$ cat config.mk
export PLATFORM = sky130hd
export DESIGN_NAME = rle_palette_bitmap_blitter
export DESIGN_NICKNAME = d
export VERILOG_FILES = /design/src/rtl/rle_blit_pkg.sv /design/src/rtl/rle_palette_bitmap_blitter.sv /design/src/rtl/rle_blit_datapath.sv /design/src/rtl/rle_blit_ctrl.sv
export VERILOG_INCLUDE_DIRS = /design/src /design/src/rtl
export SDC_FILE = /design/constraint.sdc
export NUM_CORES = 1
export LEC_CHECK = 0
export BUFFER_PORTS_ARGS = -buffer_cell sky130_fd_sc_hd__buf_4
export CAP_MARGIN = 40
export CORE_MARGIN = 1
export CORE_UTILIZATION = 65
export DETAILED_ROUTE_END_ITERATION = 12
export GPL_TIMING_DRIVEN = 0
export PLACE_DENSITY = 0.83
export SYNTH_ARGS = -nofsm -noshare
export SYNTH_HDL_FRONTEND = slang
export SYNTH_SLANG_ARGS = --single-unit
$ cat constraint.sdc
create_clock -name clock -period 18.27 [get_ports clock]
set_input_delay 4.5675 -clock clock [delete_from_list [all_inputs] [get_ports clock]]
set_output_delay 4.5675 -clock clock [all_outputs]
set_load 0.1 [all_outputs]
$ cat src/rtl/assert_macros.svh
// ---------------------------------------------------------------------------
// Assertion macros
// Shared concurrent assertion wrappers; define NO_ASSERTIONS to drop them.
// ---------------------------------------------------------------------------
`ifndef ASSERT_MACROS_SVH
`define ASSERT_MACROS_SVH

`ifndef NO_ASSERTIONS

// Checked on every clock edge except while reset is high.
`define ASSERT_CHK(label, prop, msg) \
   label: assert property (@(posedge clock) disable iff (reset) prop) else $error(msg);

// Checked on every clock edge, reset included.
`define ASSERT_ALWAYS(label, prop, msg) \
   label: assert property (@(posedge clock) prop) else $error(msg);

`else

`define ASSERT_CHK(label, prop, msg)
`define ASSERT_ALWAYS(label, prop, msg)

`endif

`endif

$ cat src/rtl/rle_blit_pkg.sv
`timescale 1ns / 1ps
// ---------------------------------------------------------------------------
// RLE blitter package
// Shared constants and the command and status bundles between controller
// and datapath.
// ---------------------------------------------------------------------------
package rle_blit_pkg;

   // Default screen size.
   localparam int DEF_SCREEN_WIDTH  = 320;
   localparam int DEF_SCREEN_HEIGHT = 240;

   // Configuration register indexes.
   localparam int CSR_INDEX_W = 3;
   localparam logic [CSR_INDEX_W-1:0] CSR_PALETTE     = 3'd0;
   localparam logic [CSR_INDEX_W-1:0] CSR_WINDOW_X    = 3'd1;
   localparam logic [CSR_INDEX_W-1:0] CSR_WINDOW_Y    = 3'd2;
   localparam logic [CSR_INDEX_W-1:0] CSR_WINDOW_W    = 3'd3;
   localparam logic [CSR_INDEX_W-1:0] CSR_WINDOW_H    = 3'd4;
   localparam logic [CSR_INDEX_W-1:0] CSR_TRANSPARENT = 3'd5;
   localparam int CSR_DATA_W = 64;

   // Field widths.
   localparam int CODE_W   = 8;
   localparam int RUN_W    = 6;
   localparam int COUNT_W  = 7;
   localparam int COLOR_W  = 16;
   localparam int COORD_W  = 10;
   localparam int ORIGIN_W = 11;
   localparam int CALC_W   = 13;
   localparam int REQ_DATA_W = 8;
   localparam int RSP_DATA_W = 48;

   // Controller to datapath.
   typedef struct packed {
      logic load;   // take a request and prepare the run
      logic step;   // lay down one row piece
      logic flush;  // send the held span as the last one of the byte
   } blit_cmd_type;

   // Datapath to controller.
   typedef struct packed {
      logic final_piece; // current piece ends the run
      logic visible;     // current piece produces a span
      logic pend_valid;  // a span is held back
      logic out_free;    // output register can take a span this cycle
   } blit_sts_type;

endpackage

$ cat src/rtl/rle_palette_bitmap_blitter.sv
`timescale 1ns / 1ps
// ---------------------------------------------------------------------------
// RLE palette bitmap blitter
// Decodes 2-bit palette run-length bytes into clipped span writes.
// ---------------------------------------------------------------------------
// A request is taken while the block is idle. The controller then spends
// one cycle on each row piece of the run, except while it stalls. The
// number of row pieces is two when the run reaches or crosses the window's
// right edge once, and it goes up to 65 when the width is 1. A flush step
// is added when the final piece and an earlier piece of the byte both
// produce spans, since one span is held back to mark the final one with
// rsp_tlast. A piece step that has to move a span waits while the single
// output register still holds an untaken span. Window writes return the
// cursor to the window origin; write configuration only while the block is
// idle.
module rle_palette_bitmap_blitter #(
   parameter int SCREEN_WIDTH  = rle_blit_pkg::DEF_SCREEN_WIDTH,
   parameter int SCREEN_HEIGHT = rle_blit_pkg::DEF_SCREEN_HEIGHT
) (
   input  logic                                clock,
   input  logic                                reset,
   // Configuration write port.
   input  logic                                csr_we,
   input  logic [rle_blit_pkg::CSR_INDEX_W-1:0] csr_index,
   input  logic [rle_blit_pkg::CSR_DATA_W-1:0]  csr_wdata,
   // Request stream.
   input  logic                                req_tvalid,
   output logic                                req_tready,
   input  logic [rle_blit_pkg::REQ_DATA_W-1:0]  req_tdata,  // [7:0] code_byte
   input  logic                                req_tlast,  // last_of_image
   // Span stream.
   output logic                                rsp_tvalid,
   input  logic                                rsp_tready,
   // [9:0] span_row, [19:10] span_column, [26:20] span_length,
   // [42:27] span_color, [47:43] zero
   output logic [rle_blit_pkg::RSP_DATA_W-1:0]  rsp_tdata,
   output logic                                rsp_tlast   // span_last
);
   import rle_blit_pkg::*;

   blit_cmd_type cmd;
   blit_sts_type sts;

   rle_blit_ctrl u_ctrl (
      .clock      (clock),
      .reset      (reset),
      .req_tvalid (req_tvalid),
      .req_tready (req_tready),
      .sts        (sts),
      .cmd        (cmd)
   );

   rle_blit_datapath #(
      .SCREEN_WIDTH  (SCREEN_WIDTH),
      .SCREEN_HEIGHT (SCREEN_HEIGHT)
   ) u_datapath (
      .clock         (clock),
      .reset         (reset),
      .csr_we        (csr_we),
      .csr_index     (csr_index),
      .csr_wdata     (csr_wdata),
      .code_byte     (req_tdata[CODE_W-1:0]),
      .last_of_image (req_tlast),
      .cmd           (cmd),
      .sts           (sts),
      .rsp_tvalid    (rsp_tvalid),
      .rsp_tready    (rsp_tready),
      .rsp_tdata     (rsp_tdata),
      .rsp_tlast     (rsp_tlast)
   );

endmodule

$ cat src/rtl/rle_blit_datapath.sv
`timescale 1ns / 1ps
// ---------------------------------------------------------------------------
// RLE blitter datapath
// Configuration registers, cursor, run splitting, clipping, one held span
// and the output register.
// ---------------------------------------------------------------------------
module rle_blit_datapath #(
   parameter int SCREEN_WIDTH  = rle_blit_pkg::DEF_SCREEN_WIDTH,
   parameter int SCREEN_HEIGHT = rle_blit_pkg::DEF_SCREEN_HEIGHT
) (
   input  logic                                clock,
   input  logic                                reset,
   input  logic                                csr_we,
   input  logic [rle_blit_pkg::CSR_INDEX_W-1:0] csr_index,
   input  logic [rle_blit_pkg::CSR_DATA_W-1:0]  csr_wdata,
   input  logic [rle_blit_pkg::CODE_W-1:0]      code_byte,
   input  logic                                last_of_image,
   input  rle_blit_pkg::blit_cmd_type           cmd,
   output rle_blit_pkg::blit_sts_type           sts,
   output logic                                rsp_tvalid,
   input  logic                                rsp_tready,
   output logic [rle_blit_pkg::RSP_DATA_W-1:0]  rsp_tdata,
   output logic                                rsp_tlast
);
   import rle_blit_pkg::*;

   localparam logic signed [CALC_W-1:0] SW_S = CALC_W'(SCREEN_WIDTH);
   localparam logic signed [CALC_W-1:0] SH_S = CALC_W'(SCREEN_HEIGHT);

   typedef struct packed {
      logic [COLOR_W-1:0] color;
      logic [COUNT_W-1:0] len;
      logic [COORD_W-1:0] col;
      logic [COORD_W-1:0] row;
   } span_type;

   // Configuration registers.
   logic [CSR_DATA_W-1:0] palette_ff;
   logic [ORIGIN_W-1:0]   win_x_ff;
   logic [ORIGIN_W-1:0]   win_y_ff;
   logic [COORD_W-1:0]    win_w_ff;
   logic [COORD_W-1:0]    win_h_ff;
   logic [COLOR_W-1:0]    transp_ff;

   // Run state.
   logic [COORD_W-1:0] cur_col_ff, cur_col_in;
   logic [COORD_W-1:0] cur_row_ff, cur_row_in;
   logic [COUNT_W-1:0] count_ff, count_in;
   logic [COLOR_W-1:0] color_ff, color_in;
   logic               img_last_ff, img_last_in;

   // Held span and output register.
   span_type pend_ff, pend_in;
   logic     pend_valid_ff, pend_valid_in;
   span_type out_ff, out_in;
   logic     out_last_ff, out_last_in;
   logic     out_valid_ff, out_valid_in;

   logic [COORD_W-1:0]  w_eff;
   logic [COORD_W-1:0]  row_inc;
   logic [COORD_W-1:0]  row_next;
   logic [COORD_W:0]    col_sum;
   logic                split;
   logic [COUNT_W-1:0]  piece;
   logic signed [CALC_W-1:0] sy, sx, ex, first_x, last_x, span_len;
   logic                vis;
   logic                win_write;
   span_type            new_span;
   logic [1:0]          pal_sel;

   // Effective width and next-row wrap.
   always_comb begin
      w_eff    = (win_w_ff == '0) ? COORD_W'(1) : win_w_ff;
      row_inc  = cur_row_ff + COORD_W'(1);
      row_next = (row_inc >= win_h_ff) ? '0 : row_inc;
   end

   // Split the run at the window's right edge.
   always_comb begin
      col_sum = {1'b0, cur_col_ff} + (COORD_W+1)'(count_ff);
      split   = (col_sum >= {1'b0, w_eff});
      piece   = split ? COUNT_W'(w_eff - cur_col_ff) : count_ff;
   end

   // Clip the piece to the screen.
   always_comb begin
      sy       = $signed({{(CALC_W-ORIGIN_W){win_y_ff[ORIGIN_W-1]}}, win_y_ff})
                 + $signed({{(CALC_W-COORD_W){1'b0}}, cur_row_ff});
      sx       = $signed({{(CALC_W-ORIGIN_W){win_x_ff[ORIGIN_W-1]}}, win_x_ff})
                 + $signed({{(CALC_W-COORD_W){1'b0}}, cur_col_ff});
      ex       = sx + $signed({{(CALC_W-COUNT_W){1'b0}}, piece});
      first_x  = sx[CALC_W-1] ? '0 : sx;
      last_x   = (ex > SW_S) ? SW_S : ex;
      span_len = last_x - first_x;
      vis      = (piece != '0) && (color_ff != transp_ff)
                 && !sy[CALC_W-1] && (sy < SH_S) && (span_len > 0);
      new_span.row   = sy[COORD_W-1:0];
      new_span.col   = first_x[COORD_W-1:0];
      new_span.len   = span_len[COUNT_W-1:0];
      new_span.color = color_ff;
   end

   // Status toward the controller.
   always_comb begin
      sts.final_piece = !split;
      sts.visible     = vis;
      sts.pend_valid  = pend_valid_ff;
      sts.out_free    = !out_valid_ff || rsp_tready;
   end

   assign win_write = csr_we && ((csr_index == CSR_WINDOW_X) || (csr_index == CSR_WINDOW_Y)
                      || (csr_index == CSR_WINDOW_W) || (csr_index == CSR_WINDOW_H));
   assign pal_sel   = code_byte[CODE_W-1 -: 2];

   // Next state of the run, the held span and the output register.
   always_comb begin
      cur_col_in    = cur_col_ff;
      cur_row_in    = cur_row_ff;
      count_in      = count_ff;
      color_in      = color_ff;
      img_last_in   = img_last_ff;
      pend_in       = pend_ff;
      pend_valid_in = pend_valid_ff;
      out_in        = out_ff;
      out_last_in   = out_last_ff;
      out_valid_in  = out_valid_ff && !rsp_tready;

      if (cmd.load) begin
         count_in    = COUNT_W'(code_byte[RUN_W-1:0]) + COUNT_W'(1);
         color_in    = palette_ff[COLOR_W*pal_sel +: COLOR_W];
         img_last_in = last_of_image;
         // A column left beyond a narrowed window starts a new row.
         if (cur_col_ff >= w_eff) begin
            cur_col_in = '0;
            cur_row_in = row_next;
         end
      end

      if (cmd.step) begin
         // Move spans: the held one goes out once a later one is known.
         if (vis && pend_valid_ff) begin
            out_in        = pend_ff;
            out_last_in   = 1'b0;
            out_valid_in  = 1'b1;
            pend_in       = new_span;
         end else if (vis && split) begin
            pend_in       = new_span;
            pend_valid_in = 1'b1;
         end else if (vis) begin
            out_in        = new_span;
            out_last_in   = 1'b1;
            out_valid_in  = 1'b1;
         end else if (pend_valid_ff && !split) begin
            out_in        = pend_ff;
            out_last_in   = 1'b1;
            out_valid_in  = 1'b1;
            pend_valid_in = 1'b0;
         end
         if (vis && pend_valid_ff) begin
            pend_valid_in = 1'b1;
         end
         // Advance the cursor.
         if (split) begin
            count_in   = count_ff - piece;
            cur_col_in = '0;
            cur_row_in = row_next;
         end else if (img_last_ff) begin
            cur_col_in = '0;
            cur_row_in = '0;
         end else begin
            cur_col_in = col_sum[COORD_W-1:0];
         end
      end

      if (cmd.flush) begin
         out_in        = pend_ff;
         out_last_in   = 1'b1;
         out_valid_in  = 1'b1;
         pend_valid_in = 1'b0;
      end

      if (win_write) begin
         cur_col_in = '0;
         cur_row_in = '0;
      end
   end

   // Configuration registers.
   always_ff @(posedge clock) begin
      if (reset) begin
         palette_ff <= '0;
         win_x_ff   <= '0;
         win_y_ff   <= '0;
         win_w_ff   <= COORD_W'(1);
         win_h_ff   <= COORD_W'(1);
         transp_ff  <= '0;
      end else if (csr_we) begin
         unique case (csr_index)
            CSR_PALETTE:     palette_ff <= csr_wdata;
            CSR_WINDOW_X:    win_x_ff   <= csr_wdata[ORIGIN_W-1:0];
            CSR_WINDOW_Y:    win_y_ff   <= csr_wdata[ORIGIN_W-1:0];
            CSR_WINDOW_W:    win_w_ff   <= csr_wdata[COORD_W-1:0];
            CSR_WINDOW_H:    win_h_ff   <= csr_wdata[COORD_W-1:0];
            CSR_TRANSPARENT: transp_ff  <= csr_wdata[COLOR_W-1:0];
            default: ;
         endcase
      end
   end

   // Control state.
   always_ff @(posedge clock) begin
      if (reset) begin
         cur_col_ff    <= '0;
         cur_row_ff    <= '0;
         pend_valid_ff <= 1'b0;
         out_valid_ff  <= 1'b0;
      end else begin
         cur_col_ff    <= cur_col_in;
         cur_row_ff    <= cur_row_in;
         pend_valid_ff <= pend_valid_in;
         out_valid_ff  <= out_valid_in;
      end
   end

   // Payload registers.
   always_ff @(posedge clock) begin
      count_ff    <= count_in;
      color_ff    <= color_in;
      img_last_ff <= img_last_in;
      pend_ff     <= pend_in;
      out_ff      <= out_in;
      out_last_ff <= out_last_in;
   end

   assign rsp_tvalid = out_valid_ff;
   assign rsp_tdata  = {(RSP_DATA_W-$bits(span_type))'(0), out_ff};
   assign rsp_tlast  = out_last_ff;

endmodule

$ cat src/rtl/rle_blit_ctrl.sv
`timescale 1ns / 1ps
// ---------------------------------------------------------------------------
// RLE blitter controller
// Sequences request intake, one row piece per cycle and the final flush,
// stalling whenever a span has to move and the output register is taken.
// ---------------------------------------------------------------------------
`include "assert_macros.svh"

module rle_blit_ctrl (
   input  logic                      clock,
   input  logic                      reset,
   input  logic                      req_tvalid,
   output logic                      req_tready,
   input  rle_blit_pkg::blit_sts_type sts,
   output rle_blit_pkg::blit_cmd_type cmd
);
   import rle_blit_pkg::*;

   typedef enum logic [2:0] {
      ST_IDLE  = 3'b001,
      ST_RUN   = 3'b010,
      ST_FLUSH = 3'b100
   } state_type;

   state_type state_ff, state_in;
   logic      need_out;
   logic      stall;

   // A piece needs the output register when a span leaves for it.
   always_comb begin
      need_out = (sts.visible && sts.pend_valid)
                 || (sts.final_piece && (sts.visible || sts.pend_valid));
      stall    = need_out && !sts.out_free;
   end

   // Next state and commands.
   always_comb begin
      state_in   = state_ff;
      cmd        = '0;
      req_tready = 1'b0;
      unique case (state_ff)
         ST_IDLE: begin
            req_tready = 1'b1;
            if (req_tvalid) begin
               cmd.load = 1'b1;
               state_in = ST_RUN;
            end
         end
         ST_RUN: begin
            if (!stall) begin
               cmd.step = 1'b1;
               if (sts.final_piece) begin
                  state_in = (sts.visible && sts.pend_valid) ? ST_FLUSH : ST_IDLE;
               end
            end
         end
         ST_FLUSH: begin
            if (sts.out_free) begin
               cmd.flush = 1'b1;
               state_in  = ST_IDLE;
            end
         end
         default: state_in = ST_IDLE;
      endcase
   end

   // State register.
   always_ff @(posedge clock) begin
      if (reset) begin
         state_ff <= ST_IDLE;
      end else begin
         state_ff <= state_in;
      end
   end

   `ASSERT_ALWAYS(a_reset_idle, reset |=> (state_ff == ST_IDLE), "controller not idle after reset")
   `ASSERT_CHK(a_idle_no_pend, (state_ff == ST_IDLE) |-> !sts.pend_valid, "span held while idle")
   `ASSERT_CHK(a_flush_has_pend, (state_ff == ST_FLUSH) |-> sts.pend_valid, "flush with nothing held")
   `ASSERT_CHK(a_load_to_run, cmd.load |=> (state_ff == ST_RUN), "accepted request did not start a run")

endmodule
==> results.cfg <==
[routing]
via_count = 12313
detail_route.wirelength_um = 37490
detail_route.iter0.violations = 1091
ant_nets = 0
drt_first_pass_iters = 5
drt-vias-per-instance = 6.147
wl_per_cell_um = 18.72
drt_drc_violations_left = 0

[timing]
finalClockSkew_ps = 12.05
timing.final.max_slew_violations = 0
post-route-period-util_pct = 63.47
max_slew.worst_pin.slew_ps = 971.8
relSlewSlack_pct = 34.61
timing.final.crit_period_ps = 11600
number_of_hold_violations_in_the_final_report = 0
setup_viol = 0
fmaxAchievable_mhz = 86.23
setup_repair_after_global_routing_missed_its_margin = false
setup_tns_after_final_layout_ps = 0

[synth]
gate_count_post_synth = 1545
netlist-cell-type-count = 90
syn-cell-area_mm2 = 0.01453
synth_enable_flop_cells = 103
synth_ff_type = sky130_fd_sc_hd__dfxtp_1
synth_sequential_area_ratio_pct = 42.66
yosys_register_bits = 258
synth-warning-count = 0
synthArstFlopShare_pct = 0
syn_area_per_cell_um2 = 9.401

[power_and_ir_drop]
ir_drop_uv = 95.63
power_per_cell_area_mw_per_mm2 = 141.4
comb_power_share_pct = 45.0
sum_of_internal_switching_and_leakage_power_w = 0.002374
share_seq_of_total_power_pct = 31.5
p_switching_w = 0.0009139
power_switching_share_pct = 38.49
p_leak_nw = 6.683
internal-power_w = 0.001460
clockPowerShare_pct = 23.5

[critical_path]
timing.critical_path.slowest_cell_delay_ps = 460
critical_path_peak_fanout = 32
critPathCaptureType = register
timing.critical_path.mode_cell = sky130_fd_sc_hd__ha_1
crit_slowest_cell = sky130_fd_sc_hd__dfxtp_1
startpoint_type = register
worst-endpoint-required_ps = 18500
critical_path_arrival_ps = 11830
critPathKind = reg2reg

[die]
initial_core_util_pct = 66.35
ioPinCount = 132
core_area_mm2 = 0.02189
rows = 54
dieArea_mm2 = 0.02295
fp.dieH_um = 151.5
chipWidth_um = 151.5

[outcome]
outcome = complete, no violations

[clock_tree]
cts_sink_count = 258
clockBufferDepth = 3
ctsHoldBuffers = 0
clock-root-buffer = sky130_fd_sc_hd__clkbuf_16
tritoncts = built
cts_htree_levels = 1
cts_setup_buffers = 0
post_cts_resize_count = 0
clkTransAtPathRegs_ps = 60
clock_latency_ps = 540
numCtsBuffers = 26

[layout]
post_route_cells_drive_above_1_share_pct = 15.50
antenna_cells = 0
layout_common_cells = 322 x sky130_fd_sc_hd__nand2_1, 172 x sky130_fd_sc_hd__a21oi_1, 155 x sky130_fd_sc_hd__dfxtp_1
layout.cells.most_common = sky130_fd_sc_hd__nand2_1
syn2layout_area_growth_pct = 15.57
num-nets-final = 1871
final_cells = 2003
postLayoutCoreUtil_pct = 76.68

[grt]
grt_util_all_layers_pct = 32.85
largest_net_degree_at_the_start_of_global_routing = 33
grt_first_pass_wirelength_um = 58950
grt_antenna_before_repair = 0
globalRoute.totalOverflow = 0
grt_pass1_vias = 11536

[place]
dp.cells = 1955
hpwlAfterDp_um = 27830
numPortBuffers = 121
gp_congestion = 0.9601

[job]
max-cap-violations = 0

[min_path]
hold_crit_path_type = reg2reg
final timing paths:
| check | start | end | slack, ps | depth (start not counted) |
|---|---|---|---|---|
| max reg2reg | u_datapath.cur_col_ff[0] | u_datapath.pend_ff[37] | 6670 | 44 |
| min | u_datapath.palette_ff[18] | u_datapath.palette_ff[18] | 450 | 2 |
| min reg2reg | u_datapath.palette_ff[18] | u_datapath.palette_ff[18] | 450 | 2 |
| max | u_datapath.cur_col_ff[0] | u_datapath.pend_ff[37] | 6670 | 44 |
routing by layer:
layer  vias up  global-route usage, %  share of wire, %
li1       5810                      -                 -
met1      5801                  45.26                43
met2       625                  52.05                45
met3        77                  6.557               9.7
met4         0                  10.00               2.7
met5         -                      0                 0
per-stage QoR:
stage	instance area, µm²	setup slack (ps)	hold slack, ps
after floorplan	14540	8213	433.1
after global placement	15800	6414	438.6
after detailed placement	15870	6957	447.2
after CTS	16790	6851	455.5
after global routing	16790	5998	475.9
final	16790	6673	454.8
sequential cells by signal, summed over array words and instances (netlist names), 3 cells and up:
| register | flops |
|---|---|
| u_datapath.win_x_ff | 11 |
| u_datapath.transp_ff | 16 |
| u_datapath.count_ff | 7 |
| u_datapath.cur_row_ff | 10 |
| u_datapath.cur_col_ff | 10 |
| u_datapath.win_y_ff | 11 |
| u_datapath.palette_ff | 64 |
| u_datapath.color_ff | 16 |
| u_datapath.pend_ff | 43 |
| u_datapath.rsp_tdata | 43 |
| u_datapath.win_h_ff | 10 |
| u_ctrl.state_ff | 3 |
| u_datapath.win_w_ff | 10 |
power by group through the flow:
stage	sequential [W]	clock (W)	combinational, W
5_1_grt	0.000751	0.000584	0.00115
6_report	0.000748	0.000558	0.00107
4_1_cts	0.000745	0.000561	0.00105
2_1_floorplan	0.000810	0	0.000743
3_5_place_dp	0.000756	0	0.00105
3_3_place_gp	0.000755	0	0.00101
cells by family after synthesis:
logic type               count (synthesis)  synth area share [%]
AND/OR/NAND/NOR                        541                 16.77
XOR/XNOR                                77                 4.643
AO/OA/AOI/OAI                          365                 16.21
adder cells (fa/ha/maj)                 89                 7.890
multiplexers                            74                 7.632
other                                    1               0.02582
flip-flops                             258                 42.66
buffers and inverters                  140                 4.169
worst max-delay path, delay by kind of cell, from the launching register on:
family	cells	cell delay, ps
buf+inv	7	1360
flops	1	460
fa+ha+maj	7	1990
compound gates	23	5880
simple gates	5	1150
xor+xnor	2	410
cell usage after synthesis (12+ instances only):
cell / n / area share [%]
sky130_fd_sc_hd__clkbuf_1: 46 / 1.2
sky130_fd_sc_hd__mux2i_1: 14 / 0.96
sky130_fd_sc_hd__o211ai_1: 14 / 0.72
sky130_fd_sc_hd__nand2_1: 322 / 8.3
sky130_fd_sc_hd__and2_1: 13 / 0.56
sky130_fd_sc_hd__and3_1: 13 / 0.56
sky130_fd_sc_hd__nand2b_1: 21 / 0.90
sky130_fd_sc_hd__dfxtp_1: 155 / 21
sky130_fd_sc_hd__a21oi_1: 172 / 5.9
sky130_fd_sc_hd__o21ai_0: 37 / 1.3
sky130_fd_sc_hd__edfxtp_1: 103 / 21
sky130_fd_sc_hd__a21o_1: 27 / 1.4
sky130_fd_sc_hd__xor2_1: 36 / 2.2
sky130_fd_sc_hd__mux4_2: 16 / 2.5
sky130_fd_sc_hd__nor3_1: 16 / 0.55
sky130_fd_sc_hd__ha_1: 82 / 7.1
sky130_fd_sc_hd__xnor2_1: 41 / 2.5
sky130_fd_sc_hd__nor2b_1: 14 / 0.60
sky130_fd_sc_hd__nand3_1: 26 / 0.90
sky130_fd_sc_hd__a31oi_1: 12 / 0.52
sky130_fd_sc_hd__mux2_4: 30 / 3.1
sky130_fd_sc_hd__nor2_1: 62 / 1.6
sky130_fd_sc_hd__nor4_1: 13 / 0.56
sky130_fd_sc_hd__inv_1: 72 / 1.9
final cells by class:
| cell class | instances | area, µm² |
|---|---|---|
| Multi-Input combinational cell | 1151 | 7746 |
| Sequential cell | 258 | 6196 |
| Fill cell | 1523 | 5105 |
| Timing Repair Buffer | 126 | 973.4 |
| Clock buffer | 38 | 799.5 |
| Tap cell | 280 | 350.3 |
| Buffer | 67 | 331.6 |
| Inverter | 73 | 274.0 |
| Clock inverter | 10 | 115.1 |
Power figures use the tool's default switching activity.
